File: src/hdl/teq_pkg.sv
// Package for the timer expiry queue: command, entry and result types and codes.
// Used by every module of the block but teq_ram; depends on nothing.
package teq_pkg;

  localparam int TimeW = 48;
  localparam int TagW  = 32;
  localparam int SlotW = 4;

  typedef enum logic [1:0] {
    OP_ADD    = 2'd0,
    OP_CANCEL = 2'd1,
    OP_EXPIRE = 2'd2,
    OP_UNUSED = 2'd3
  } op_t;

  typedef enum logic [1:0] {
    KIND_ADD     = 2'd0,
    KIND_CANCEL  = 2'd1,
    KIND_EXPIRED = 2'd2,
    KIND_NONE    = 2'd3
  } kind_t;

  typedef enum logic [1:0] {
    SM_ADD,
    SM_PICK,
    SM_NEXT
  } scan_mode_t;

  typedef enum logic [3:0] {
    ST_IDLE,
    ST_SCAN,
    ST_SCAN_END,
    ST_DECIDE,
    ST_CREAD,
    ST_CDEC,
    ST_OTHER,
    ST_EREAD,
    ST_EOUT
  } state_t;

  typedef struct packed {
    logic [1:0]       op;
    logic [TimeW-1:0] expire_time;
    logic [TimeW-1:0] repeat_interval;
    logic [SlotW-1:0] target_slot;
    logic [TagW-1:0]  target_tag;
    logic [TimeW-1:0] current_time;
  } cmd_t;

  typedef struct packed {
    logic [TagW-1:0]  tag;
    logic [TimeW-1:0] interval;
    logic [TimeW-1:0] expire;
  } entry_t;

  typedef struct packed {
    kind_t            kind;
    logic [SlotW-1:0] slot;
    logic [TagW-1:0]  tag;
    logic             ok;
    logic             earliest_changed;
  } rec_t;

  typedef struct packed {
    kind_t            kind;
    logic [SlotW-1:0] slot;
    logic [TagW-1:0]  tag;
    logic             ok;
    logic             earliest_changed;
    logic             next_valid;
    logic [TimeW-1:0] next_expire;
    logic             last;
  } res_t;

endpackage

File: src/hdl/teq_ram.sv
// Simple dual-port synchronous RAM, one write and one registered read port.
// No dependencies.
module teq_ram #(
  parameter int W = 8,
  parameter int D = 16
) (
  input  logic                 clk,
  input  logic                 we,
  input  logic [$clog2(D)-1:0] waddr,
  input  logic [W-1:0]         wdata,
  input  logic [$clog2(D)-1:0] raddr,
  output logic [W-1:0]         rdata
);

  logic [W-1:0] mem [D];

  // write port
  always_ff @(posedge clk) begin
    if (we) begin
      mem[waddr] <= wdata;
    end
  end

  // registered read port
  always_ff @(posedge clk) begin
    rdata <= mem[raddr];
  end

endmodule

File: src/hdl/teq_ctrl.sv
// Sequencer of the timer queue: table scans, read-modify-write of entries,
// result recording and emission. Depends on teq_pkg; drives the two RAMs.
module teq_ctrl import teq_pkg::*; #(
  parameter int CAPACITY = 16
) (
  input  logic                        clk,
  input  logic                        rst_n,
  input  logic                        cmd_valid,
  output logic                        cmd_ready,
  input  cmd_t                        cmd,
  output logic                        ent_we,
  output logic [$clog2(CAPACITY)-1:0] ent_waddr,
  output entry_t                      ent_wdata,
  output logic [$clog2(CAPACITY)-1:0] ent_raddr,
  input  entry_t                      ent_rdata,
  output logic                        rec_we,
  output logic [$clog2(CAPACITY)-1:0] rec_waddr,
  output rec_t                        rec_wdata,
  output logic [$clog2(CAPACITY)-1:0] rec_raddr,
  input  rec_t                        rec_rdata,
  output logic                        res_valid,
  input  logic                        res_ready,
  output res_t                        res
);

  localparam int AW = $clog2(CAPACITY);
  localparam int CW = $clog2(CAPACITY + 1);
  localparam logic [AW-1:0] LastIdx = AW'(CAPACITY - 1);

  state_t             state_r, state_nxt;
  scan_mode_t         mode_r, mode_nxt;
  cmd_t               cmd_r;
  logic [CAPACITY-1:0] valid_r, valid_nxt;
  logic [CAPACITY-1:0] due_r, due_nxt;
  logic [TagW-1:0]    tag_cnt_r, tag_cnt_nxt;
  logic [AW-1:0]      scan_cnt_r, scan_cnt_nxt;
  logic               rd_vld_r;
  logic [AW-1:0]      rd_idx_r;
  logic               any_r, any_nxt;
  logic [TimeW-1:0]   best_r, best_nxt;
  logic [AW-1:0]      best_idx_r, best_idx_nxt;
  logic [TimeW-1:0]   best_ival_r, best_ival_nxt;
  logic [TagW-1:0]    best_tag_r, best_tag_nxt;
  logic               free_r, free_nxt;
  logic [AW-1:0]      free_idx_r, free_idx_nxt;
  logic               first_r, first_nxt;
  logic [CW-1:0]      n_r, n_nxt;
  logic [CW-1:0]      emit_r, emit_nxt;
  logic               nv_r, nv_nxt;
  logic [TimeW-1:0]   nx_r, nx_nxt;

  logic               accept;
  logic               start_scan;
  logic               last_res;
  logic [TimeW:0]     resched_sum;
  logic [TimeW-1:0]   resched;
  logic [AW-1:0]      cslot;
  logic               cslot_ok;

  assign accept     = cmd_valid && cmd_ready;
  assign start_scan = (state_nxt == ST_SCAN) && (state_r != ST_SCAN);
  assign last_res   = (emit_r == n_r - CW'(1));

  // saturating reschedule time of the picked entry
  assign resched_sum = {1'b0, cmd_r.current_time} + {1'b0, best_ival_r};
  assign resched     = resched_sum[TimeW] ? {TimeW{1'b1}} : resched_sum[TimeW-1:0];

  assign cslot    = AW'(cmd_r.target_slot);
  assign cslot_ok = (32'(cmd_r.target_slot) < CAPACITY);

  // next state
  always_comb begin
    state_nxt = state_r;
    mode_nxt  = mode_r;
    case (state_r)
      ST_IDLE: begin
        if (cmd_valid) begin
          case (op_t'(cmd.op))
            OP_ADD: begin
              state_nxt = ST_SCAN;
              mode_nxt  = SM_ADD;
            end
            OP_CANCEL: state_nxt = ST_CREAD;
            OP_EXPIRE: begin
              state_nxt = ST_SCAN;
              mode_nxt  = SM_PICK;
            end
            default:   state_nxt = ST_OTHER;
          endcase
        end
      end
      ST_SCAN: begin
        if (scan_cnt_r == LastIdx) state_nxt = ST_SCAN_END;
      end
      ST_SCAN_END: state_nxt = ST_DECIDE;
      ST_DECIDE: begin
        if (mode_r == SM_NEXT) begin
          state_nxt = ST_EREAD;
        end else if (mode_r == SM_PICK && any_r) begin
          state_nxt = ST_SCAN;
        end else begin
          state_nxt = ST_SCAN;
          mode_nxt  = SM_NEXT;
        end
      end
      ST_CREAD: state_nxt = ST_CDEC;
      ST_CDEC, ST_OTHER: begin
        state_nxt = ST_SCAN;
        mode_nxt  = SM_NEXT;
      end
      ST_EREAD: state_nxt = ST_EOUT;
      ST_EOUT: begin
        if (res_ready) state_nxt = last_res ? ST_IDLE : ST_EREAD;
      end
      default: state_nxt = ST_IDLE;
    endcase
  end

  // handshake and memory addressing
  always_comb begin
    cmd_ready = (state_r == ST_IDLE);
    res_valid = (state_r == ST_EOUT);
    ent_raddr = (state_r == ST_CREAD) ? cslot : scan_cnt_r;
    rec_raddr = emit_r[AW-1:0];
    res.kind             = rec_rdata.kind;
    res.slot             = rec_rdata.slot;
    res.tag              = rec_rdata.tag;
    res.ok               = rec_rdata.ok;
    res.earliest_changed = rec_rdata.earliest_changed;
    res.next_valid       = nv_r;
    res.next_expire      = nx_r;
    res.last             = last_res;
  end

  // datapath: scan accumulation and entry updates
  always_comb begin
    valid_nxt     = valid_r;
    due_nxt       = due_r;
    tag_cnt_nxt   = tag_cnt_r;
    scan_cnt_nxt  = scan_cnt_r;
    any_nxt       = any_r;
    best_nxt      = best_r;
    best_idx_nxt  = best_idx_r;
    best_ival_nxt = best_ival_r;
    best_tag_nxt  = best_tag_r;
    free_nxt      = free_r;
    free_idx_nxt  = free_idx_r;
    first_nxt     = first_r;
    n_nxt         = n_r;
    emit_nxt      = emit_r;
    nv_nxt        = nv_r;
    nx_nxt        = nx_r;
    ent_we        = 1'b0;
    ent_waddr     = best_idx_r;
    ent_wdata     = '{tag: best_tag_r, interval: best_ival_r, expire: resched};
    rec_we        = 1'b0;
    rec_waddr     = n_r[AW-1:0];
    rec_wdata     = '{kind: KIND_NONE, slot: '0, tag: '0, ok: 1'b0,
                      earliest_changed: 1'b0};

    if (accept) begin
      n_nxt     = '0;
      first_nxt = 1'b1;
    end

    // advance the scan address
    if (state_r == ST_SCAN) scan_cnt_nxt = scan_cnt_r + AW'(1);

    // fold in the entry read in the previous cycle
    if (rd_vld_r) begin
      case (mode_r)
        SM_ADD: begin
          if (!valid_r[rd_idx_r] && !free_r) begin
            free_nxt     = 1'b1;
            free_idx_nxt = rd_idx_r;
          end
          if (valid_r[rd_idx_r] && (!any_r || ent_rdata.expire < best_r)) begin
            any_nxt  = 1'b1;
            best_nxt = ent_rdata.expire;
          end
        end
        SM_PICK: begin
          logic cand;
          if (first_r) begin
            cand = valid_r[rd_idx_r] && (ent_rdata.expire <= cmd_r.current_time);
            due_nxt[rd_idx_r] = cand;
          end else begin
            cand = due_r[rd_idx_r];
          end
          if (cand && (!any_r || ent_rdata.expire < best_r)) begin
            any_nxt       = 1'b1;
            best_nxt      = ent_rdata.expire;
            best_idx_nxt  = rd_idx_r;
            best_ival_nxt = ent_rdata.interval;
            best_tag_nxt  = ent_rdata.tag;
          end
        end
        default: begin
          if (valid_r[rd_idx_r] && (!any_r || ent_rdata.expire < best_r)) begin
            any_nxt  = 1'b1;
            best_nxt = ent_rdata.expire;
          end
        end
      endcase
    end

    // act on a finished scan
    if (state_r == ST_DECIDE) begin
      case (mode_r)
        SM_ADD: begin
          rec_we = 1'b1;
          n_nxt  = CW'(1);
          if (free_r) begin
            tag_cnt_nxt           = tag_cnt_r + TagW'(1);
            valid_nxt[free_idx_r] = 1'b1;
            ent_we                = 1'b1;
            ent_waddr             = free_idx_r;
            ent_wdata             = '{tag: tag_cnt_r + TagW'(1),
                                      interval: cmd_r.repeat_interval,
                                      expire: cmd_r.expire_time};
            rec_wdata = '{kind: KIND_ADD, slot: SlotW'(free_idx_r),
                          tag: tag_cnt_r + TagW'(1), ok: 1'b1,
                          earliest_changed: !any_r || (cmd_r.expire_time < best_r)};
          end else begin
            rec_wdata = '{kind: KIND_ADD, slot: '0, tag: '0, ok: 1'b0,
                          earliest_changed: 1'b0};
          end
        end
        SM_PICK: begin
          first_nxt = 1'b0;
          if (any_r) begin
            due_nxt[best_idx_r]   = 1'b0;
            valid_nxt[best_idx_r] = (best_ival_r != '0);
            ent_we    = (best_ival_r != '0);
            rec_we    = 1'b1;
            rec_wdata = '{kind: KIND_EXPIRED, slot: SlotW'(best_idx_r),
                          tag: best_tag_r, ok: 1'b1, earliest_changed: 1'b0};
            n_nxt     = n_r + CW'(1);
          end else if (n_r == '0) begin
            rec_we = 1'b1;
            n_nxt  = CW'(1);
          end
        end
        default: begin
          nv_nxt   = any_r;
          nx_nxt   = any_r ? best_r : '0;
          emit_nxt = '0;
        end
      endcase
    end

    // cancel: check the handle read at the target slot
    if (state_r == ST_CDEC) begin
      logic found;
      found = cslot_ok && valid_r[cslot] && (ent_rdata.tag == cmd_r.target_tag);
      if (found) valid_nxt[cslot] = 1'b0;
      rec_we    = 1'b1;
      rec_wdata = '{kind: KIND_CANCEL, slot: cmd_r.target_slot,
                    tag: cmd_r.target_tag, ok: found, earliest_changed: 1'b0};
      n_nxt     = CW'(1);
    end

    // unused op: one empty result
    if (state_r == ST_OTHER) begin
      rec_we = 1'b1;
      n_nxt  = CW'(1);
    end

    // step the emission index
    if (state_r == ST_EOUT && res_ready && !last_res) emit_nxt = emit_r + CW'(1);

    // clear accumulators at the start of every scan
    if (start_scan) begin
      scan_cnt_nxt = '0;
      any_nxt      = 1'b0;
      free_nxt     = 1'b0;
    end
  end

  // control registers
  always_ff @(posedge clk) begin
    if (!rst_n) begin
      state_r   <= ST_IDLE;
      mode_r    <= SM_NEXT;
      valid_r   <= '0;
      tag_cnt_r <= '0;
      rd_vld_r  <= 1'b0;
    end else begin
      state_r   <= state_nxt;
      mode_r    <= mode_nxt;
      valid_r   <= valid_nxt;
      tag_cnt_r <= tag_cnt_nxt;
      rd_vld_r  <= (state_r == ST_SCAN);
    end
  end

  // working registers
  always_ff @(posedge clk) begin
    if (accept) cmd_r <= cmd;
    rd_idx_r    <= scan_cnt_r;
    due_r       <= due_nxt;
    scan_cnt_r  <= scan_cnt_nxt;
    any_r       <= any_nxt;
    best_r      <= best_nxt;
    best_idx_r  <= best_idx_nxt;
    best_ival_r <= best_ival_nxt;
    best_tag_r  <= best_tag_nxt;
    free_r      <= free_nxt;
    free_idx_r  <= free_idx_nxt;
    first_r     <= first_nxt;
    n_r         <= n_nxt;
    emit_r      <= emit_nxt;
    nv_r        <= nv_nxt;
    nx_r        <= nx_nxt;
  end

endmodule

File: src/hdl/timer_expiry_queue_unit.sv
// Top level of the timer expiry queue: entry RAM, result RAM, sequencer and
// output register. Depends on teq_pkg, teq_ram and teq_ctrl.
//
//  channel | direction | tdata                          | tuser | tlast
//  in_     | slave     | expire_time, repeat_interval,  | op    | -
//          |           | target_slot, target_tag,       |       |
//          |           | current_time                   |       |
//  out_    | master    | slot, tag, ok, earliest_chg,   | kind  | last
//          |           | next_valid, next_expire        |       |
//
// Each table scan reads the entry RAM once per slot.
// Add takes one scan plus the final earliest scan.
// Cancel takes a read and a check plus the final scan.
// Expire takes one scan per expired timer plus two.
// Each result then leaves through the result RAM in a read state and an output state.
// Reset is synchronous, active low; all slots read empty after it, no sweep.
// in_tready stays low until the last result of the word has been taken.
module timer_expiry_queue_unit import teq_pkg::*; #(
  parameter int CAPACITY = 16
) (
  input  logic         clk,
  input  logic         rst_n,
  input  logic         in_tvalid,
  output logic         in_tready,
  // expire_time[47:0], repeat_interval[95:48], target_slot[99:96],
  // target_tag[131:100], current_time[179:132], zero pad
  input  logic [183:0] in_tdata,
  // op[1:0]
  input  logic [1:0]   in_tuser,
  output logic         out_tvalid,
  input  logic         out_tready,
  // slot[3:0], tag[35:4], ok[36], earliest_changed[37], next_valid[38],
  // next_expire[86:39], zero pad
  output logic [87:0]  out_tdata,
  // kind[1:0]
  output logic [1:0]   out_tuser,
  output logic         out_tlast
);

  localparam int AW = $clog2(CAPACITY);

  cmd_t          cmd;
  logic          ent_we;
  logic [AW-1:0] ent_waddr, ent_raddr;
  entry_t        ent_wdata, ent_rdata;
  logic          rec_we;
  logic [AW-1:0] rec_waddr, rec_raddr;
  rec_t          rec_wdata, rec_rdata;
  logic          res_valid, res_ready;
  res_t          res;
  logic          out_valid_r;
  res_t          out_r;

  // unpack the input word
  assign cmd.op              = in_tuser;
  assign cmd.expire_time     = in_tdata[47:0];
  assign cmd.repeat_interval = in_tdata[95:48];
  assign cmd.target_slot     = in_tdata[99:96];
  assign cmd.target_tag      = in_tdata[131:100];
  assign cmd.current_time    = in_tdata[179:132];

  teq_ram #(.W($bits(entry_t)), .D(CAPACITY)) u_ent_ram (
    .clk   (clk),
    .we    (ent_we),
    .waddr (ent_waddr),
    .wdata (ent_wdata),
    .raddr (ent_raddr),
    .rdata (ent_rdata)
  );

  teq_ram #(.W($bits(rec_t)), .D(CAPACITY)) u_rec_ram (
    .clk   (clk),
    .we    (rec_we),
    .waddr (rec_waddr),
    .wdata (rec_wdata),
    .raddr (rec_raddr),
    .rdata (rec_rdata)
  );

  teq_ctrl #(.CAPACITY(CAPACITY)) u_ctrl (
    .clk       (clk),
    .rst_n     (rst_n),
    .cmd_valid (in_tvalid),
    .cmd_ready (in_tready),
    .cmd       (cmd),
    .ent_we    (ent_we),
    .ent_waddr (ent_waddr),
    .ent_wdata (ent_wdata),
    .ent_raddr (ent_raddr),
    .ent_rdata (ent_rdata),
    .rec_we    (rec_we),
    .rec_waddr (rec_waddr),
    .rec_wdata (rec_wdata),
    .rec_raddr (rec_raddr),
    .rec_rdata (rec_rdata),
    .res_valid (res_valid),
    .res_ready (res_ready),
    .res       (res)
  );

  // output register: load when empty or being drained
  assign res_ready = !out_valid_r || out_tready;

  always_ff @(posedge clk) begin
    if (!rst_n) begin
      out_valid_r <= 1'b0;
    end else if (res_ready) begin
      out_valid_r <= res_valid;
    end
  end

  always_ff @(posedge clk) begin
    if (res_ready && res_valid) out_r <= res;
  end

  assign out_tvalid = out_valid_r;
  assign out_tuser  = out_r.kind;
  assign out_tlast  = out_r.last;
  assign out_tdata  = {1'b0, out_r.next_expire, out_r.next_valid,
                       out_r.earliest_changed, out_r.ok, out_r.tag, out_r.slot};

endmodule

File: config.mk
export PLATFORM = sky130hd
export DESIGN_NAME = timer_expiry_queue_unit
export DESIGN_NICKNAME = d
export VERILOG_FILES = /design/src/hdl/teq_pkg.sv /design/src/hdl/teq_ram.sv /design/src/hdl/teq_ctrl.sv /design/src/hdl/timer_expiry_queue_unit.sv
export SDC_FILE = /design/constraint.sdc
export NUM_CORES = 2
export LEC_CHECK = 0
export BUFFER_PORTS_ARGS = -buffer_cell sky130_fd_sc_hd__buf_2
export CORE_AREA = 3 3 548 550
export DETAILED_ROUTE_END_ITERATION = 8
export DIE_AREA = 0 0 551 553
export HOLD_SLACK_MARGIN = 0.12
export SLEW_MARGIN = 10
export SYNTH_ARGS = -nofsm -noshare
export SYNTH_HDL_FRONTEND = slang
export SYNTH_HIERARCHICAL = 1
export SYNTH_SLANG_ARGS = --single-unit
File: constraint.sdc
create_clock -name clk -period 13.9 [get_ports clk]
set_clock_uncertainty 0.15 [all_clocks]
set_input_delay 1.39 -clock clk [delete_from_list [all_inputs] [get_ports clk]]
set_output_delay 1.39 -clock clk [all_outputs]
set_load 0.005 [all_outputs]
======== Word-level counts from Yosys, hierarchy flattened ========
Memories as Yosys holds them, arrays and structs flattened. A register that Yosys moved wholly into a read port is not among the register bits.
Index checks and enable logic that the tools add are counted.
word-level totals
  register bits ........................... 548
  RAM bits ................................ 2688
  input port bits ......................... 190
  logic and storage cells ................. 209
  memories ................................ 2
operators by class
  add/sub/neg operators ................... 6
  order comparisons ....................... 11
  equal/unequal tests ..................... 23
  multiplexer cells ....................... 87
  bitwise operators ....................... 6
  reduce and logical (&&, ||, !) cells .... 40
memory list
  memory         depth  bits a word  read ports  clocked after Yosys merged registers in  wr ports  RTL line       text
  u_ent_ram.mem  16     128          1           1                                        1         teq_ram.sv:15  logic [W-1:0] mem [D];
  u_rec_ram.mem  16     40           1           1                                        1         teq_ram.sv:15
operator list
  cell                                                                   count
  128-bit 2-to-1 mux                                                     3
  48-bit 2-to-1 mux                                                      4
  16-bit 2-to-1 mux                                                      11
  48-bit < comparator                                                    2
  40-bit 2-to-1 mux                                                      2
  40-bit case mux with 2 select lines                                    1
  48-bit by 48-bit adder with 49-bit output                              1
  48-bit less-or-equal comparator                                        1
  48-bit nonzero test                                                    1
  39-bit 2-to-1 mux                                                      1
  38-bit 2-to-1 mux                                                      1
  5-bit 2-to-1 mux                                                       7
  32-bit by 1-bit adder with 32-bit output (second input constant)       1
  16-bit AND                                                             2
  16-bit bitwise mux                                                     2
  32-bit == test                                                         1
  16-bit NOT                                                             2
  16-bit case mux with 2 select lines                                    1
  4-bit case mux with 8 select lines                                     1
  1-bit 2-to-1 mux                                                       28
  4-bit 2-to-1 mux                                                       7
  4-bit by 5-bit < comparator with 1-bit output (second input constant)  4
  1-bit demux with 4-bit select                                          4
  4-bit by 3-bit == test with 1-bit output (second input constant)       4
  other kinds (36)                                                       81

======== Logic depth before layout (Yosys ltp) ========
  word-level depth ........................ 12
  gate-level depth with buffers ........... 14
  gate-level depth less buffers ........... 13

======== Hierarchy ========
Netlist, hierarchy kept.
modules (own cells, without submodules)
  module                   instances  cells an instance  area an instance (sq um)  seq. area each (sq um)
  teq_ram (u_ent_ram)      1          3365               79331.1                   64061.4
  teq_ctrl                 1          2476               25647.1                   12852.3
  teq_ram (u_rec_ram)      1          1040               25131.6                   20019.2
  timer_expiry_queue_unit  1          97                 2771.4                    2722.6

======== Least setup slack after synthesis ========
Ideal clock, no wire load.
  kind .................................... flip-flop to flip-flop
  start point ............................. register u_ctrl.mode_r[0]
  end point ............................... memory u_ent_ram/mem[0][0] (netlist bit), enable pin
  setup time .............................. 0.772 ns
  arrival ................................. 11.011 ns
  path slack .............................. 1.967 ns
  cell stages (with the launch flop) ...... 9
  buffers on the path ..................... 2
  period minus slack after synthesis ...... 11.933 ns
  path through ............................ dfxtp_1 clkbuf_1 inv_1 nor3_1 clkbuf_1 a21oi_1 nor2_1 or3b_2 nor3_1
on the way
  longest elaborated chain between the ends .. 5
  elaborated cells on any way between the ends .. 8
  those cells by class .................... eq/ne: 1; mux: 6; reduce/logical: 1
ends and longest elaborated chain
  item                                                                           RTL line                       text
  start: declaration                                                             teq_ctrl.sv:31                 scan_mode_t mode_r, mode_nxt;
  start signal: assignment                                                       teq_ctrl.sv:290                mode_r <= mode_nxt;
  2-bit by 1-bit == test with 1-bit output or 2-bit logical NOT (tied branches)  teq_ctrl.sv:209                case (mode_r)
  1-bit case mux with 2 select lines *                                           teq_ctrl.sv:209
  1-bit 2-to-1 mux *                                                             teq_ctrl.sv:208                if (state_r == ST_DECIDE) begin
  via ent_we                                                                     timer_expiry_queue_unit.sv:43  logic ent_we;
  1-bit 2-to-1 mux *                                                             teq_ram.sv:19                  if (we) begin
  1-bit 2-to-1 mux (implied by the code) *                                       teq_ram.sv:20                  mem[waddr] <= wdata;
  end: declaration                                                               teq_ram.sv:15
Mark *: on every way through the listed nets, which the timed path passes. The rest lies on a longest branch.

======== Worst setup path in the final report ========
  start point ............................. register u_ctrl.mode_r[0]
  end point ............................... memory u_ent_ram/mem[15][69] (netlist bit), enable pin
on the way
  elaborated cells on any way between the ends .. 8
  those cells by class .................... eq/ne: 1; mux: 6; reduce/logical: 1
RTL lines
  item               RTL line                       text
  2-bit logical NOT  teq_ctrl.sv:209
  4-bit 2-to-1 mux   teq_ctrl.sv:209
  4-bit 2-to-1 mux   teq_ctrl.sv:208
  via ent_waddr[1]   timer_expiry_queue_unit.sv:44  logic [AW-1:0] ent_waddr, ent_raddr;
The timed path passes the listed nets, and every way through them passes these cells.

==> report_table.html <==
<table>
<tr><th>Metric</th><th>Value</th></tr>
<tr><th colspan="2">Outcome</th></tr>
<tr><td>Run status</td><td>finished clean</td></tr>
<tr><th colspan="2">Route</th></tr>
<tr><td>Number of nets still failing antenna checks after routing</td><td>0</td></tr>
<tr><td>Vias per inst</td><td>~5.9</td></tr>
<tr><td>Number of iterations in the first detailed-routing pass</td><td>6</td></tr>
<tr><td>Avg WL per Cell</td><td>just under 30 µm</td></tr>
<tr><td>Residual DRC</td><td>0</td></tr>
<tr><td>Wire length after detailed routing</td><td>between 300000 and 400000 µm</td></tr>
<tr><td>Initial DRC Count</td><td>~7500</td></tr>
<tr><td>DR vias</td><td>69100</td></tr>
<tr><th colspan="2">Cells and area</th></tr>
<tr><td>Area Growth Syn to Fin</td><td>13.8%</td></tr>
<tr><td>Non-Filler Instances</td><td>between 10000 and 15000</td></tr>
<tr><td>Most used cells in the layout excluding fill and tap cells</td><td>edfxtp_1 (3148), mux4_2 (591), nand2_1 (473), clkbuf_16 (356), a22oi_1 (305)</td></tr>
<tr><td>Layout cells sized above 1</td><td>22.3%</td></tr>
<tr><td>Summed area of non-filler cells in the final layout</td><td>151000 µm²</td></tr>
<tr><td>Most common library cell in the layout ignoring fill and taps</td><td>edfxtp_1</td></tr>
<tr><td>Count of nets after finishing</td><td>~7800</td></tr>
<tr><th colspan="2">Place</th></tr>
<tr><td>Estimated wirelength of the detail-placed design</td><td>199000 µm</td></tr>
<tr><td>I/O Buffers</td><td>between 200 and 300</td></tr>
<tr><td>Post-Place Cell Area</td><td>about 140000 µm²</td></tr>
<tr><td>Number of instances in the placed design</td><td>around 11000</td></tr>
<tr><td>GPL Wtd Cong</td><td>just under 0.9</td></tr>
<tr><th colspan="2">Yosys</th></tr>
<tr><td>Combinational family with the most area after synthesis</td><td>multiplexers</td></tr>
<tr><td>Most used DFF post-synth</td><td>edfxtp_1</td></tr>
<tr><td>Number of storage elements in the synthesis netlist</td><td>3404</td></tr>
<tr><td>Sequential share of the synthesized area</td><td>75.0%</td></tr>
<tr><td>Cell types with the largest area share after synthesis</td><td>edfxtp_1 (71%), mux4_2 (10%), dfxtp_1 (3.9%), ha_1 (1.8%), a22oi_1 (1.7%)</td></tr>
<tr><td>Post-synthesis instance area</td><td>133000 µm²</td></tr>
<tr><td>Number of enable-type register cells in the synthesized netlist</td><td>3148</td></tr>
<tr><td>Net Count, Synth</td><td>roughly 7400</td></tr>
<tr><td>Post-Synth Simple-Gate Area</td><td>3.58%</td></tr>
<tr><td>Warnings, synthesis</td><td>6</td></tr>
<tr><td>Area share of the leading cell type in the synthesized netlist</td><td>a little under three quarters</td></tr>
<tr><td>Cell type contributing the most total cell area after synthesis</td><td>edfxtp_1</td></tr>
<tr><td>Share of synthesized area spent on multiplexers</td><td>12.1%</td></tr>
<tr><td>Cells after synthesis</td><td>about 7000</td></tr>
<tr><td>Average instance area after synthesis</td><td>19.0 µm²</td></tr>
<tr><td>Synthesized-area fraction occupied by ao, oa, aoi and oai cells</td><td>under 10%</td></tr>
<tr><td>Number of distinct standard cells referenced by the synthesized netlist</td><td>99</td></tr>
<tr><td>Synthesized-area fraction occupied by adder cells</td><td>under 10%</td></tr>
<tr><td>Post-synthesis share of cell area spent on xor and xnor gates</td><td>0.896%</td></tr>
<tr><td>Asr flop ratio synth</td><td>0%</td></tr>
<tr><th colspan="2">Timing</th></tr>
<tr><td>Highest clock rate</td><td>0.140 GHz</td></tr>
<tr><td>Transition time at the pin with the least slew margin</td><td>between 1 and 1.5 ns</td></tr>
<tr><td>Fraction of the cycle the final worst path needs</td><td>51.2%</td></tr>
<tr><td>Tmin final</td><td>7.12 ns</td></tr>
<tr><td>Headroom to the max-slew limit</td><td>11.0%</td></tr>
<tr><td>Final hold vios</td><td>0</td></tr>
<tr><td>Setup repair after global routing missed its margin</td><td>false</td></tr>
<tr><td>Final count of negative-setup-slack endpoints</td><td>0</td></tr>
<tr><td>Final Slew Violations</td><td>0</td></tr>
<tr><td>Accumulated negative setup slack</td><td>0 ns</td></tr>
<tr><th colspan="2">Global routing</th></tr>
<tr><td>First-pass GRT wire length</td><td>496000 µm</td></tr>
<tr><td>Remaining global-route overflow</td><td>0</td></tr>
<tr><td>Number of global-route vias before repair</td><td>68900</td></tr>
<tr><td>Initial antenna violation count</td><td>20</td></tr>
<tr><td>Total global-route track usage</td><td>22.5%</td></tr>
<tr><td>Pin count of the biggest net entering global routing</td><td>121</td></tr>
<tr><th colspan="2">Clock network</th></tr>
<tr><td>Number of cells upsized or downsized after cts</td><td>0</td></tr>
<tr><td>Number of clock sinks</td><td>3404</td></tr>
<tr><td>Worst skew pair latency</td><td>0.93 ns</td></tr>
<tr><td>Clk slew on worst S/H paths</td><td>0.06 ns</td></tr>
<tr><td>Buffer count from post-CTS setup fixing</td><td>0</td></tr>
<tr><td>H-tree level count</td><td>5</td></tr>
<tr><td>TritonCTS clock tree</td><td>yes</td></tr>
<tr><td>Clock Tree Buf Depth</td><td>4</td></tr>
<tr><td>Hold bufs inserted after CTS</td><td>0</td></tr>
<tr><td>Number of buffers created by CTS</td><td>351</td></tr>
<tr><td>Cell chosen for the clock root</td><td>clkbuf_16</td></tr>
<tr><th colspan="2">Job</th></tr>
<tr><td>Number of maximum-capacitance violations</td><td>0</td></tr>
<tr><th colspan="2">Worst setup path</th></tr>
<tr><td>Sort of element at the start of the critical path</td><td>flop</td></tr>
<tr><td>Req. time, crit path</td><td>14.24 ns</td></tr>
<tr><td>Highest fanout seen on the critical path</td><td>100</td></tr>
<tr><td>R2r endpoint</td><td>u_ent_ram/mem[15][69]</td></tr>
<tr><td>Worst Reg-to-Reg Cells</td><td>11</td></tr>
<tr><td>Worst reg2reg startpoint</td><td>u_ctrl/mode_r[0]</td></tr>
<tr><td>Endpoint kind of the worst setup timing path</td><td>flop</td></tr>
<tr><td>Classification of the worst setup path</td><td>flop to flop</td></tr>
<tr><td>WP data arrival</td><td>roughly 7.5 ns</td></tr>
<tr><td>Reg-to-reg setup timing slack</td><td>6.78 ns</td></tr>
<tr><th colspan="2">Pwr</th></tr>
<tr><td>Worst vdd ir</td><td>0.139 mV</td></tr>
<tr><td>Cell leakage power</td><td>49.7 nW</td></tr>
<tr><td>Areal power density over the cells</td><td>166 nW/µm²</td></tr>
<tr><th colspan="2">Hold path</th></tr>
<tr><td>Terminating pin of the worst hold path</td><td>out_tdata[12]</td></tr>
<tr><td>Hold path startpoint</td><td>u_rec_ram/rdata[10]</td></tr>
<tr><td>Worst hold-check path type</td><td>flop to flop</td></tr>
<tr><td>Hold Path Stages</td><td>0</td></tr>
<tr><th colspan="2">Floorplanning</th></tr>
<tr><td>Core ar.</td><td>just under 300000 µm²</td></tr>
<tr><td>Row cnt</td><td>200</td></tr>
<tr><td>Starting utilization of the core area</td><td>between 40 and 50%</td></tr>
<tr><td>Floorplan die width</td><td>approximately 550 µm</td></tr>
<tr><td>Ports placed on the boundary</td><td>283</td></tr>
<tr><td>Die Ht</td><td>around 550 µm</td></tr>
<tr><td>Area of the die</td><td>around 300000 µm²</td></tr>
</table>
==> power breakdown <==
part | switching [mW] | internal (mW) | total (mW) | leakage, nW
sequential | 0.340 | 11.6 | 11.9 | 30.4
clock | 3.98 | 5.73 | 9.71 | 5.93
combinational | 1.87 | 1.59 | 3.47 | 13.4
==> cells in the mapped netlist (all sizes together), types with 9 or more instances <==
library cell  count
and3             15
dfxtp           256
nor4             18
nand2b           27
clkbuf          190
a211oi           31
nand2           475
a22oi           306
xnor2            89
nor3             33
o21bai           16
nand3            44
nor3b             9
buf             183
a21boi           12
mux2i           109
and2             27
o211ai           23
o21ai           144
a21oi           235
ha              196
nand4            62
o22ai            20
mux4            651
nor2            267
a31oi            11
mux2             12
a21o             82
xor2             47
inv             124
or3              15
edfxtp         3148
nor2b            27
nand3b           12
==> worst max-delay path by stage <==
stage	start	endpoint	slack, ns	depth (start not counted)
after detailed placement	u_ctrl/mode_r[0]	u_ent_ram/mem[15][90]	6.78	11
after CTS	u_ctrl/mode_r[0]	u_ent_ram/mem[15][62]	6.70	11
final	u_ctrl/mode_r[0]	u_ent_ram/mem[15][69]	6.78	11
after floorplan	u_ctrl/mode_r[0]	u_ent_ram/mem[0][0]	1.97	8
after global routing	u_ctrl/mode_r[0]	u_ent_ram/mem[15][61]	6.54	11
after global placement	u_ctrl/mode_r[0]	u_ent_ram/mem[15][90]	6.95	11
==> cells by family (layout without fill, tap and decap cells) <==
logic type      after synthesis  count (layout)
fa+ha+maj                   197             197
compound gates              923             923
simple gates               1046            1046
buf+inv                     499            1245
mux                         772             772
flops                      3404            3404
other cells                   1               5
xor+xnor                    136             136
==> metrics by stage <==
stage | power, mW | worst slack [ns] | util, % | hold slack (ns)
CTS | 25.3 | 6.70 | 51.0 | 0.200
global placement | 15.6 | 6.95 | 46.9 | 0.236
detailed placement | 15.6 | 6.78 | 46.9 | 0.239
finish | 25.1 | 6.78 | 51.0 | 0.198
global route | 26.0 | 6.54 | 51.0 | 0.207
floorplan | 14.6 | 1.97 | - | 0.223
==> metal layers <==
metal | track usage [%] | wire [µm] | up-vias
met5 | 0 | 28 | -
met4 | 5.65 | 9130 | 4
met3 | 3.56 | 26200 | 507
met2 | 35.2 | 163000 | 2887
met1 | 33.1 | 149000 | 36700
li1 | - | - | 29000
==> flip-flops by register name, indices dropped and copies added, names as in the netlist, 48 cells and up <==
name                count
u_ctrl/nx_r            48
u_ctrl/best_r          48
u_rec_ram/mem         640
u_ent_ram/rdata       128
u_ent_ram/mem        2048
u_ctrl/cmd_r          176
out_tdata              87
u_ctrl/best_ival_r     48
==> final cells by class <==
class	count	area, µm²
timing repair buffer	465	2940
tap	3939	4930
clock inverter	195	2370
multi-input combinational	3075	31000
inverter	124	473
fill	23800	145000
sequential	3404	99700
antenna	4	10.0
clock buffer	461	9780
==> critical path, cell delays in order (launching register included) <==
cell and delay (ns):
dfxtp_1 0.52, nor2_1 0.12, and2_0 0.46, nand2_4 0.70
buf_12 0.60, nand2_1 0.14, nand2_1 0.30, nand2_1 0.31
nor2_4 0.69, buf_4 0.92, buf_4 0.64, buf_4 0.83
Power figures use the tool's default switching activity.
